### src/hdl/rud_pkg.sv
// Shared package for the radial undistortion core.
// Holds default sizes, field widths, register indexes and the front-to-back job type.
// No dependencies.
`timescale 1ns / 1ps

package rud_pkg;

    // Default sizes handed to the top-level parameters
    localparam int DEF_MAX_WIDTH  = 512;
    localparam int DEF_MAX_HEIGHT = 512;
    localparam int DEF_FRAC_BITS  = 8;
    localparam int DEF_QDEPTH     = 16;

    // Fixed field widths
    localparam int POS_W      = 9;
    localparam int CH_W       = 8;
    localparam int PIX_W      = 24;
    localparam int COORD_W    = 10;
    localparam int FRAC_MAX   = 16;
    localparam int CFG_IDX_W  = 3;
    localparam int CFG_DATA_W = 40;

    // Configuration register indexes
    localparam logic [CFG_IDX_W-1:0] CFG_WIDTH  = 3'd0;
    localparam logic [CFG_IDX_W-1:0] CFG_HEIGHT = 3'd1;
    localparam logic [CFG_IDX_W-1:0] CFG_INVF   = 3'd2;
    localparam logic [CFG_IDX_W-1:0] CFG_K1     = 3'd3;
    localparam logic [CFG_IDX_W-1:0] CFG_K2     = 3'd4;

    // Action codes
    localparam logic ACT_LOAD = 1'b0;
    localparam logic ACT_REQ  = 1'b1;

    // Classified job passed from the front part to the back part.
    // Load: ok = inside the store, x/y = position, rgb = pixel.
    // Request: ok = source inside the image, x/y = integer source, fx/fy = fraction.
    typedef struct packed {
        logic                req;
        logic                ok;
        logic [COORD_W-1:0]  x;
        logic [COORD_W-1:0]  y;
        logic [PIX_W-1:0]    rgb;
        logic [FRAC_MAX-1:0] fx;
        logic [FRAC_MAX-1:0] fy;
    } t_job;

endpackage

### src/hdl/rud_queue.sv
// Job queue between the front and back parts of the undistortion core.
// Small register-array FIFO; the front credit count keeps it from overflowing.
// Depends on rud_pkg.
`timescale 1ns / 1ps

module rud_queue import rud_pkg::*; #(
    parameter int DEPTH = DEF_QDEPTH
) (
    input  logic i_clk,
    input  logic i_rst_n,
    input  logic i_push,
    input  t_job i_job,
    output logic o_valid,
    output t_job o_job,
    input  logic i_pop
);

    localparam int PW = $clog2(DEPTH);
    localparam int CW = $clog2(DEPTH + 1);

    t_job          r_mem [DEPTH];
    logic [PW-1:0] r_wp, r_rp, n_wp, n_rp;
    logic [CW-1:0] r_cnt, n_cnt;

    // Pointer and count update
    always_comb begin
        n_wp  = (r_wp == PW'(DEPTH - 1)) ? '0 : r_wp + 1'b1;
        n_rp  = (r_rp == PW'(DEPTH - 1)) ? '0 : r_rp + 1'b1;
        n_cnt = r_cnt;
        if (i_push && !i_pop) begin
            n_cnt = r_cnt + 1'b1;
        end else if (!i_push && i_pop) begin
            n_cnt = r_cnt - 1'b1;
        end
    end

    always_ff @(posedge i_clk) begin
        if (!i_rst_n) begin
            r_wp  <= '0;
            r_rp  <= '0;
            r_cnt <= '0;
        end else begin
            r_cnt <= n_cnt;
            if (i_push) begin
                r_wp <= n_wp;
            end
            if (i_pop) begin
                r_rp <= n_rp;
            end
        end
    end

    always_ff @(posedge i_clk) begin
        if (i_push) begin
            r_mem[r_wp] <= i_job;
        end
    end

    assign o_valid = (r_cnt != '0);
    assign o_job   = r_mem[r_rp];

endmodule

### config.mk
export PLATFORM = sky130hd
export DESIGN_NAME = rud_queue
export DESIGN_NICKNAME = d
export VERILOG_FILES = /design/src/hdl/rud_pkg.sv /design/src/hdl/rud_queue.sv
export SDC_FILE = /design/constraint.sdc
export NUM_CORES = 1
export LEC_CHECK = 0
export BUFFER_PORTS_ARGS = -buffer_cell sky130_fd_sc_hd__buf_2
export CORE_MARGIN = 1
export CORE_UTILIZATION = 60
export DETAILED_ROUTE_END_ITERATION = 8
export GPL_TIMING_DRIVEN = 0
export MAX_ROUTING_LAYER = met4
export PLACE_DENSITY = 0.77
export SYNTH_ARGS = -nofsm -noshare
export SYNTH_HDL_FRONTEND = slang
export SYNTH_SLANG_ARGS = --single-unit
### constraint.sdc
create_clock -name i_clk -period 9.2 [get_ports i_clk]
set_clock_uncertainty 0.1 [all_clocks]
set_input_delay 1.84 -clock i_clk [delete_from_list [all_inputs] [get_ports i_clk]]
set_output_delay 1.84 -clock i_clk [all_outputs]
set_load 0.01 [all_outputs]
## Word level (Yosys, flattened, before mapping)

Memory sizes are Yosys's and may differ from the RTL's. A register that Yosys moved wholly into a read port is not among the register bits.
Index checks and enable logic that the tools add are counted.

| operators by class | value |
|---|---|
| $add $sub $neg | 4 |
| eq/ne operators | 2 |
| muxes and demuxes | 8 |
| reductions and logical operators | 6 |

Operators by type and width:

| kind | number |
|---|---|
| $mux W4 | 4 |
| $mux W5 | 2 |
| $add A4 B1 Y4 const B | 2 |
| $eq A4 B4 Y1 const B | 2 |
| $add A5 B1 Y5 const B | 1 |
| $reduce_bool A5 Y1 | 1 |
| $sub A5 B1 Y5 const B | 1 |
| $logic_and A1 B1 Y1 | 2 |
| $logic_not A1 Y1 | 2 |
| $mux W1 | 2 |
| $reduce_bool A2 Y1 | 1 |

| storage, ports and cells | value |
|---|---|
| register bits after elaboration | 13 |
| bits in writable memories | 1248 |
| bits of input ports | 82 |
| output and inout bits | 79 |
| memories | 1 |

Memory list:

| name | words | bits a word | read ports | clocked after memory_dff | wr ports | RTL line | source |
|---|---|---|---|---|---|---|---|
| r_mem | 16 | 78 | 1 | 1 | 1 | rud_queue.sv:21 | `t_job r_mem [DEPTH];` |

## Depth between registers and ports, before layout

Gate-level depths: netlist of run 1.

| logic depth | value |
|---|---|
| depth after elaboration | 4 |
| gate-level depth with buffers | 8 |
| mapped depth without buffers | 8 |

## Worst setup path before layout of run 1

OpenSTA, ideal clock, no wires.

| timing | value |
|---|---|
| path kind | input to register |
| from | input port i_push |
| to | memory r_mem[0][0] (netlist name), enable pin |
| setup time | 0.445 ns |
| arrival time | 4.209 ns |
| required time | 8.655 ns |
| path slack | 4.446 ns |
| stages on the path | 3 |
| path buffers | 1 |
| cells stage by stage | clkbuf_1 nor3b_1 and2_1 |

| on the way | value |
|---|---|
| cells in the longest elaborated chain, start to end | 2 |

Ends and longest elaborated chain:

| what | RTL line | source |
|---|---|---|
| from (decl) | rud_queue.sv:11 | `input logic i_push,` |
| $mux W1 | rud_queue.sv:54 | `if (i_push) begin` |
| $mux W1 (implied by the code) | rud_queue.sv:55 | `r_mem[r_wp] <= i_job;` |
| to (decl) | rud_queue.sv:21 |  |

No other way between the ends.

==> impl_metrics.tcl, run 1 <==
set metrics [dict create \
    grt_max_degree 49 \
    synthToLayoutAreaGrowth_pct 13.8 \
    max_cap_violations 0 \
    timing.final.ws_setup_ns 3.53 \
    holdBufCountCts 0 \
    grt_antenna_before_repair 13 \
    place.gp.congestion 0.751 \
    syn_area_per_cell_sq_um 23.6 \
    post_route_cells_drive_above_1_share 0.299 \
    routed_via_density 6.84 \
    fill_cells 4396 \
    fmax_mhz 176 \
    critical_path_arrival_ns 3.73 \
    synthArstFlopShare 0 \
    hpwl_microns 59400 \
    first_pass_iters 5 \
    coreArea_sq_um 78000 \
    relSlewSlack 0.303 \
    gr-usage-all-layers 0.295 \
    synth.area.top_cells "edfxtp_1 (79%), mux4_2 (15%), a22oi_1 (2.5%)" \
    grt_overflow_total 0 \
    final_util 0.694 \
    worstMarginPinSlew_ns 1.04 \
    clock_latency_ns 0.68 \
    port_buffers 160 \
    yosysTopAreaCell "edfxtp_1" \
    cts_root_buf "clkbuf_16" \
    rows 102 \
    htree_levels 3 \
    synth_seq_cells 1265 \
    yosysUniqueCellTypes 36 \
    place_ws_ns 4.44 \
    drc 0 \
    postCtsSetupRepairBufs 0 \
    synth_edf_count 1248 \
    worstPathMaxFanout 10 \
    ys_seq_area_frac 0.795 \
    ios 161 \
    grt_first_pass_wirelength_microns 165000 \
    finalCriticalPeriod_ns 5.67 \
    die_h_microns 284 \
    syn_inst 2014 \
    cts_tree "built" \
    cts_made_buffers 119 \
    nets 2407 \
    crit_top_cell "clkbuf_1" \
    worstHoldPathType "reg -> reg" \
    hold_viol_final 0 \
    leakage_nw 17.2 \
    pwr_density_cell_nw_per_um2 221 \
    start_kind "register" \
    syn_area_sq_um 47600 \
    yosys_warnings 0 \
    die-area_sq_um 80400 \
    setup_tns_ns 0 \
    vias 23800 \
    start_util 0.610 \
    wl_microns 114000 \
    path_cells "nor2_1 -> clkbuf_1 -> clkbuf_1 -> a22oi_1 -> nand2_1 -> buf_2" \
    end_kind "output pin" \
    slowest_delay_ns 0.81 \
    required_ns 7.26 \
    final-setup-viol-count 0 \
    ir_drop_mv 0.170 \
    path_clk_slew_ns 0.06 \
    period_share 0.616 \
    cts_max_path_buffers 3 \
    grt_pass1_vias 24600 \
    crit_slowest_cell "nor2_1" \
    rsz0062_at_grt "false" \
    slew_violations 0 \
    cts_resized 0 \
    die_width_microns 284 \
    path_class "reg -> out" \
    first_iter_violations 3356 \
    syn_nets 2106 \
    outcome "completed" \
    synth.top_cell.area_share 0.788 \
    ys.flop_type "edfxtp_1" \
    cts_sinks 1265 \
    route.detailed.wl_per_inst_microns 33.0 \
    ant_nets 0 \
]
==> critical path, delay by kind of cell (launching register included) <==
family / cells / cell delay [ns]
flip-flops: 1 / 0.34
buffers and inverters: 3 / 1.49
AND/OR/NAND/NOR: 2 / 1.03
AO/OA/AOI/OAI: 1 / 0.17
==> flip-flops by register name, indices dropped and copies added, names as in the netlist, named ones only <==
name	cells
r_wp	4
r_mem	1248
r_cnt	5
r_rp	4
==> cell type report <==
cell class / instances / area [sq um] / share of cell area
sequential: 1265 / 37800 / 0.699
multi-input combinational: 635 / 9170 / 0.169
clock buffer: 146 / 3100 / 0.0573
timing repair buffer: 180 / 1320 / 0.0244
tap: 1040 / 1300 / 0.0241
clock inverter: 81 / 748 / 0.0138
buffer: 108 / 599 / 0.0111
antenna: 13 / 32.5 / 0.000601
inverter: 6 / 22.5 / 0.000416
==> cell usage after synthesis (2+ instances only) <==
cell type	number
clkbuf_1	42
buf_1	21
nand2b_1	2
nand3_1	5
xnor2_1	3
mux4_2	307
ha_1	9
a22oi_1	156
buf_4	11
nand2_1	86
o21ai_0	6
buf_2	17
nor2_1	6
and2_1	25
edfxtp_1	1248
inv_1	6
dfxtp_1	17
mux4_1	5
buf_6	16
nor2b_1	4
a21oi_1	4
mux2i_1	4
==> cell usage in the layout (no fill, tap or decap), types with 4 or more instances in the layout <==
cell           n
ha_1           9
mux2i_1        4
bufinv_16     12
buf_4         11
diode_2       13
clkbuf_1      67
nand3_1        5
clkinv_8       4
buf_12         4
dfxtp_1       17
buf_6         16
inv_6          4
nor2_1         6
clkinvlp_4     5
buf_1         21
o21ai_0        6
mux4_2       307
and2_1         9
nand2_1       86
a21oi_1        4
edfxtp_1    1248
and2_4        16
buf_16        16
clkbuf_16    119
clkinv_2      28
buf_2        177
a22oi_1      156
nor2b_1        4
mux4_1         5
inv_1          6
clkinv_1      27
==> stage by stage <==
step	area, sq um	hold WS, ns	std cells	total power [mW]
3_3_place_gp	49700	0.366	3214	7.19
4_1_cts	54100	0.402	3461	12.0
6_report	54100	0.400	3474	12.0
3_5_place_dp	50200	0.393	3234	7.22
2_1_floorplan	47600	0.346	2014	6.94
5_1_grt	54100	0.449	3473	12.3
==> worst paths after layout <==
check | startpoint | end | slack [ns] | cells past startpoint
worst max register to register | r_wp[2] | r_mem[1][50] | 6.69 | 3
worst max-delay path | register | o_job[60] | 3.53 | 6
worst min-delay path | r_cnt[4] | r_cnt[4] | 0.40 | 2
worst min register to register | r_cnt[4] | r_cnt[4] | 0.40 | 2
==> power by group <==
group,switching (mW),leakage (nW),internal [mW]
clock network,2.12,1.88,2.73
logic,0.415,3.88,0.290
registers,0.0215,11.4,6.39
==> cells by family (layout without fill, tap and decap cells) <==
| logic type | Yosys count | count (layout) | share of synthesized area |
|---|---|---|---|
| buf+inv | 114 | 521 | 0.0131 |
| mux | 317 | 317 | 0.149 |
| flops | 1265 | 1265 | 0.795 |
| simple gates | 135 | 135 | 0.0130 |
| other cells | 0 | 13 | 0 |
| xor+xnor | 4 | 4 | 0.000737 |
| compound gates | 169 | 169 | 0.0261 |
| fa+ha+maj | 10 | 10 | 0.00279 |
==> per-layer routing <==
| metal | vias to the layer above | GRT usage | wire (microns) |
|---|---|---|---|
| met2 | 1778 | 0.469 | 58700 |
| met1 | 12500 | 0.385 | 41100 |
| met3 | 224 | 0.0587 | 11700 |
| li1 | 9277 | - | - |
| met4 | 0 | 0.105 | 2930 |
| met5 | - | - | 0 |
No activity file was read; power rests on OpenSTA's default activity.
==> inputs of run 2 (changes only) <==
--- a/config.mk
+++ b/config.mk
@@ -7,11 +7,11 @@
 export LEC_CHECK = 0
 export BUFFER_PORTS_ARGS = -buffer_cell sky130_fd_sc_hd__buf_2
 export CORE_MARGIN = 1
-export CORE_UTILIZATION = 60
+export CORE_UTILIZATION = 55
 export DETAILED_ROUTE_END_ITERATION = 8
 export GPL_TIMING_DRIVEN = 0
 export MAX_ROUTING_LAYER = met4
-export PLACE_DENSITY = 0.77
+export PLACE_DENSITY = 0.75
 export SYNTH_ARGS = -nofsm -noshare
 export SYNTH_HDL_FRONTEND = slang
 export SYNTH_SLANG_ARGS = --single-unit
==> constraint.sdc (replaced) <==
create_clock -name i_clk -period 4.5 [get_ports i_clk]
set_clock_uncertainty 0.1 [all_clocks]
set_input_delay 0.9 -clock i_clk [delete_from_list [all_inputs] [get_ports i_clk]]
set_output_delay 0.9 -clock i_clk [all_outputs]
set_load 0.01 [all_outputs]
==> run 2 against run 1 <==
  * Clock-buffer cell count grew 9
  * Non-clock buffer count is 1 lower
  * Global-route usage decreased by 3.3 points
  * Core utilization decreased by 6.3 points
  * Worst hold slack lost 0.0054 ns
  * Combinational power is 100% higher
  * Via count down 4.5%
  * Sequential cell count did not move
  * Register-to-register slack worse by 4.6 ns
  * Critical path depth did not move
  * Critical path type unchanged
==> impl_metrics.tcl, run 2 (synthesis results as in run 1) <==
set metrics [dict create \
    pwr-share-clk 0.390 \
    design_area_sq_um 53900 \
    ir_drop_mv 0.313 \
    grt_pass1_vias 23600 \
    nets 2404 \
    timing.final.ws_setup_ns 0.0790 \
    port_buffers 160 \
    post_route_cells_drive_above_1_share 0.297 \
    place_ws_ns 0.602 \
    netSwitchingPower_mw 4.98 \
    reg_top3 "r_mem x1248, r_cnt x5" \
    place.gp.congestion 0.746 \
    slew_violations 0 \
    crit_family "buffers and inverters" \
    layout_common_cells "edfxtp_1 (1248), mux4_2 (307), buf_2 (177)" \
    path_buf_inv 3 \
    p_seq_frac 0.551 \
    path_cells "nor2_2 -> clkbuf_1 -> clkbuf_1 -> a22oi_1 -> nand2_1 -> buf_2" \
    ios 161 \
    holdBufCountCts 0 \
    wl_microns 109000 \
    coreArea_sq_um 85400 \
    hold_viol_final 0 \
    r2r_cells 3 \
    cts_max_path_buffers 3 \
    fill_cells 5510 \
    critical_path_cell_count 6 \
    final_util 0.631 \
    routed_via_density 6.37 \
    period_share 0.982 \
    slowest_delay_ns 0.65 \
    multi_input_area_sq_um 9170 \
    rsz0062_at_grt "false" \
    die_h_microns 296 \
    grt_first_pass_wirelength_microns 157000 \
    outcome "completed" \
    die-area_sq_um 87700 \
    grt_max_degree 47 \
    cts_tree "built" \
    die_width_microns 296 \
    fmax_mhz 226 \
    ant_nets 0 \
    cts_root_buf "clkbuf_16" \
    setup_tns_ns 0 \
    cts_sinks 1265 \
    placed_cells 3337 \
    p_comb_frac 0.059 \
    max_cap_violations 0 \
    synthToLayoutAreaGrowth_pct 13.4 \
    largest_reg_flops 1248 \
    relSlewSlack 0.369 \
    hpwl_microns 60300 \
    crit_slowest_cell "clkbuf_1" \
    cts_made_buffers 117 \
    crit_top_cell "clkbuf_1" \
    reg2reg_to "r_mem[3][49]" \
    final-setup-viol-count 0 \
    first_pass_iters 7 \
    p_int_mw 18.8 \
    top_register "r_mem" \
    fin_hold_ws_ns 0.395 \
    r2r_start "r_wp[3]" \
    worstHoldPathType "reg -> reg" \
    drc 0 \
    path_class "reg -> out" \
    start_kind "register" \
    leakage_nw 17.0 \
    path_clk_slew_ns 0.07 \
    crit_end "o_job[56]" \
    vias 22700 \
    first_iter_violations 2955 \
    worstMarginPinSlew_ns 0.947 \
    r2r_slack_ns 2.06 \
    grt_antenna_before_repair 15 \
    critical_path_arrival_ns 3.42 \
    end_kind "output pin" \
    pwr_density_cell_nw_per_um2 442 \
    dpl_cell_area_sq_um 50300 \
    grt_overflow_total 0 \
    seq_area_sq_um 37800 \
    gr-usage-all-layers 0.261 \
    finalPower_mw 23.8 \
    final_common_cell "edfxtp_1" \
    required_ns 3.50 \
    route.detailed.wl_per_inst_microns 30.6 \
    rows 107 \
    start_util 0.557 \
    finalNonFillerCells 3563 \
    worstPathMaxFanout 10 \
    sw_frac_of_total 0.209 \
    clock_latency_ns 0.69 \
    finalCriticalPeriod_ns 4.42 \
    htree_levels 3 \
]
==> run 2: worst reg2reg max path, delay by kind of cell (launching register included) <==
kind,cells,cell delay [ns]
simple gates,2,1.24
buf+inv,1,0.35
flops,1,0.35
==> run 2: area by class of cell <==
type | instances | area share
multi-input cells | 635 | 0.170
clock buffers | 155 | 0.0583
well taps | 1144 | 0.0265
plain buffers | 108 | 0.0111
diodes | 13 | 0.000603
clock inverters | 58 | 0.00768
flip-flops and latches | 1265 | 0.701
inverters | 6 | 0.000418
repair buffers | 179 | 0.0240
==> run 2: how the worst min path moves through the flow <==
stage	from	end	slack, ns	cells past startpoint
6_report	r_cnt[4]	r_cnt[4]	0.39	2
5_1_grt	r_cnt[4]	r_cnt[4]	0.42	2
4_1_cts	r_cnt[4]	r_cnt[4]	0.40	2
3_5_place_dp	r_cnt[4]	r_cnt[4]	0.39	2
3_3_place_gp	r_cnt[4]	r_cnt[4]	0.36	2
2_1_floorplan	r_cnt[4]	r_cnt[4]	0.35	2
==> run 2: metal layers <==
layer | track usage | routed length, microns
met5 | - | 0
met4 | 0.0772 | 2420
met3 | 0.0633 | 11000
met2 | 0.419 | 55300
met1 | 0.335 | 40200
==> run 2: power groups by stage <==
| stage | Sequential, mW | Clock (mW) | Combinational [mW] |
|---|---|---|---|
| after detailed placement | 13.4 | 0 | 1.41 |
| after global placement | 13.4 | 0 | 1.35 |
| after floorplan | 13.4 | 0 | 0.838 |
| final | 13.1 | 9.28 | 1.41 |
| after CTS | 13.1 | 9.35 | 1.43 |
| after global routing | 13.1 | 9.78 | 1.51 |
==> run 2: repair_timing <==
item	CTS	global route
gates resized for setup	1	2
cloned	0	0
setup buffers	0	0
endpoints found under the setup margin	3	1
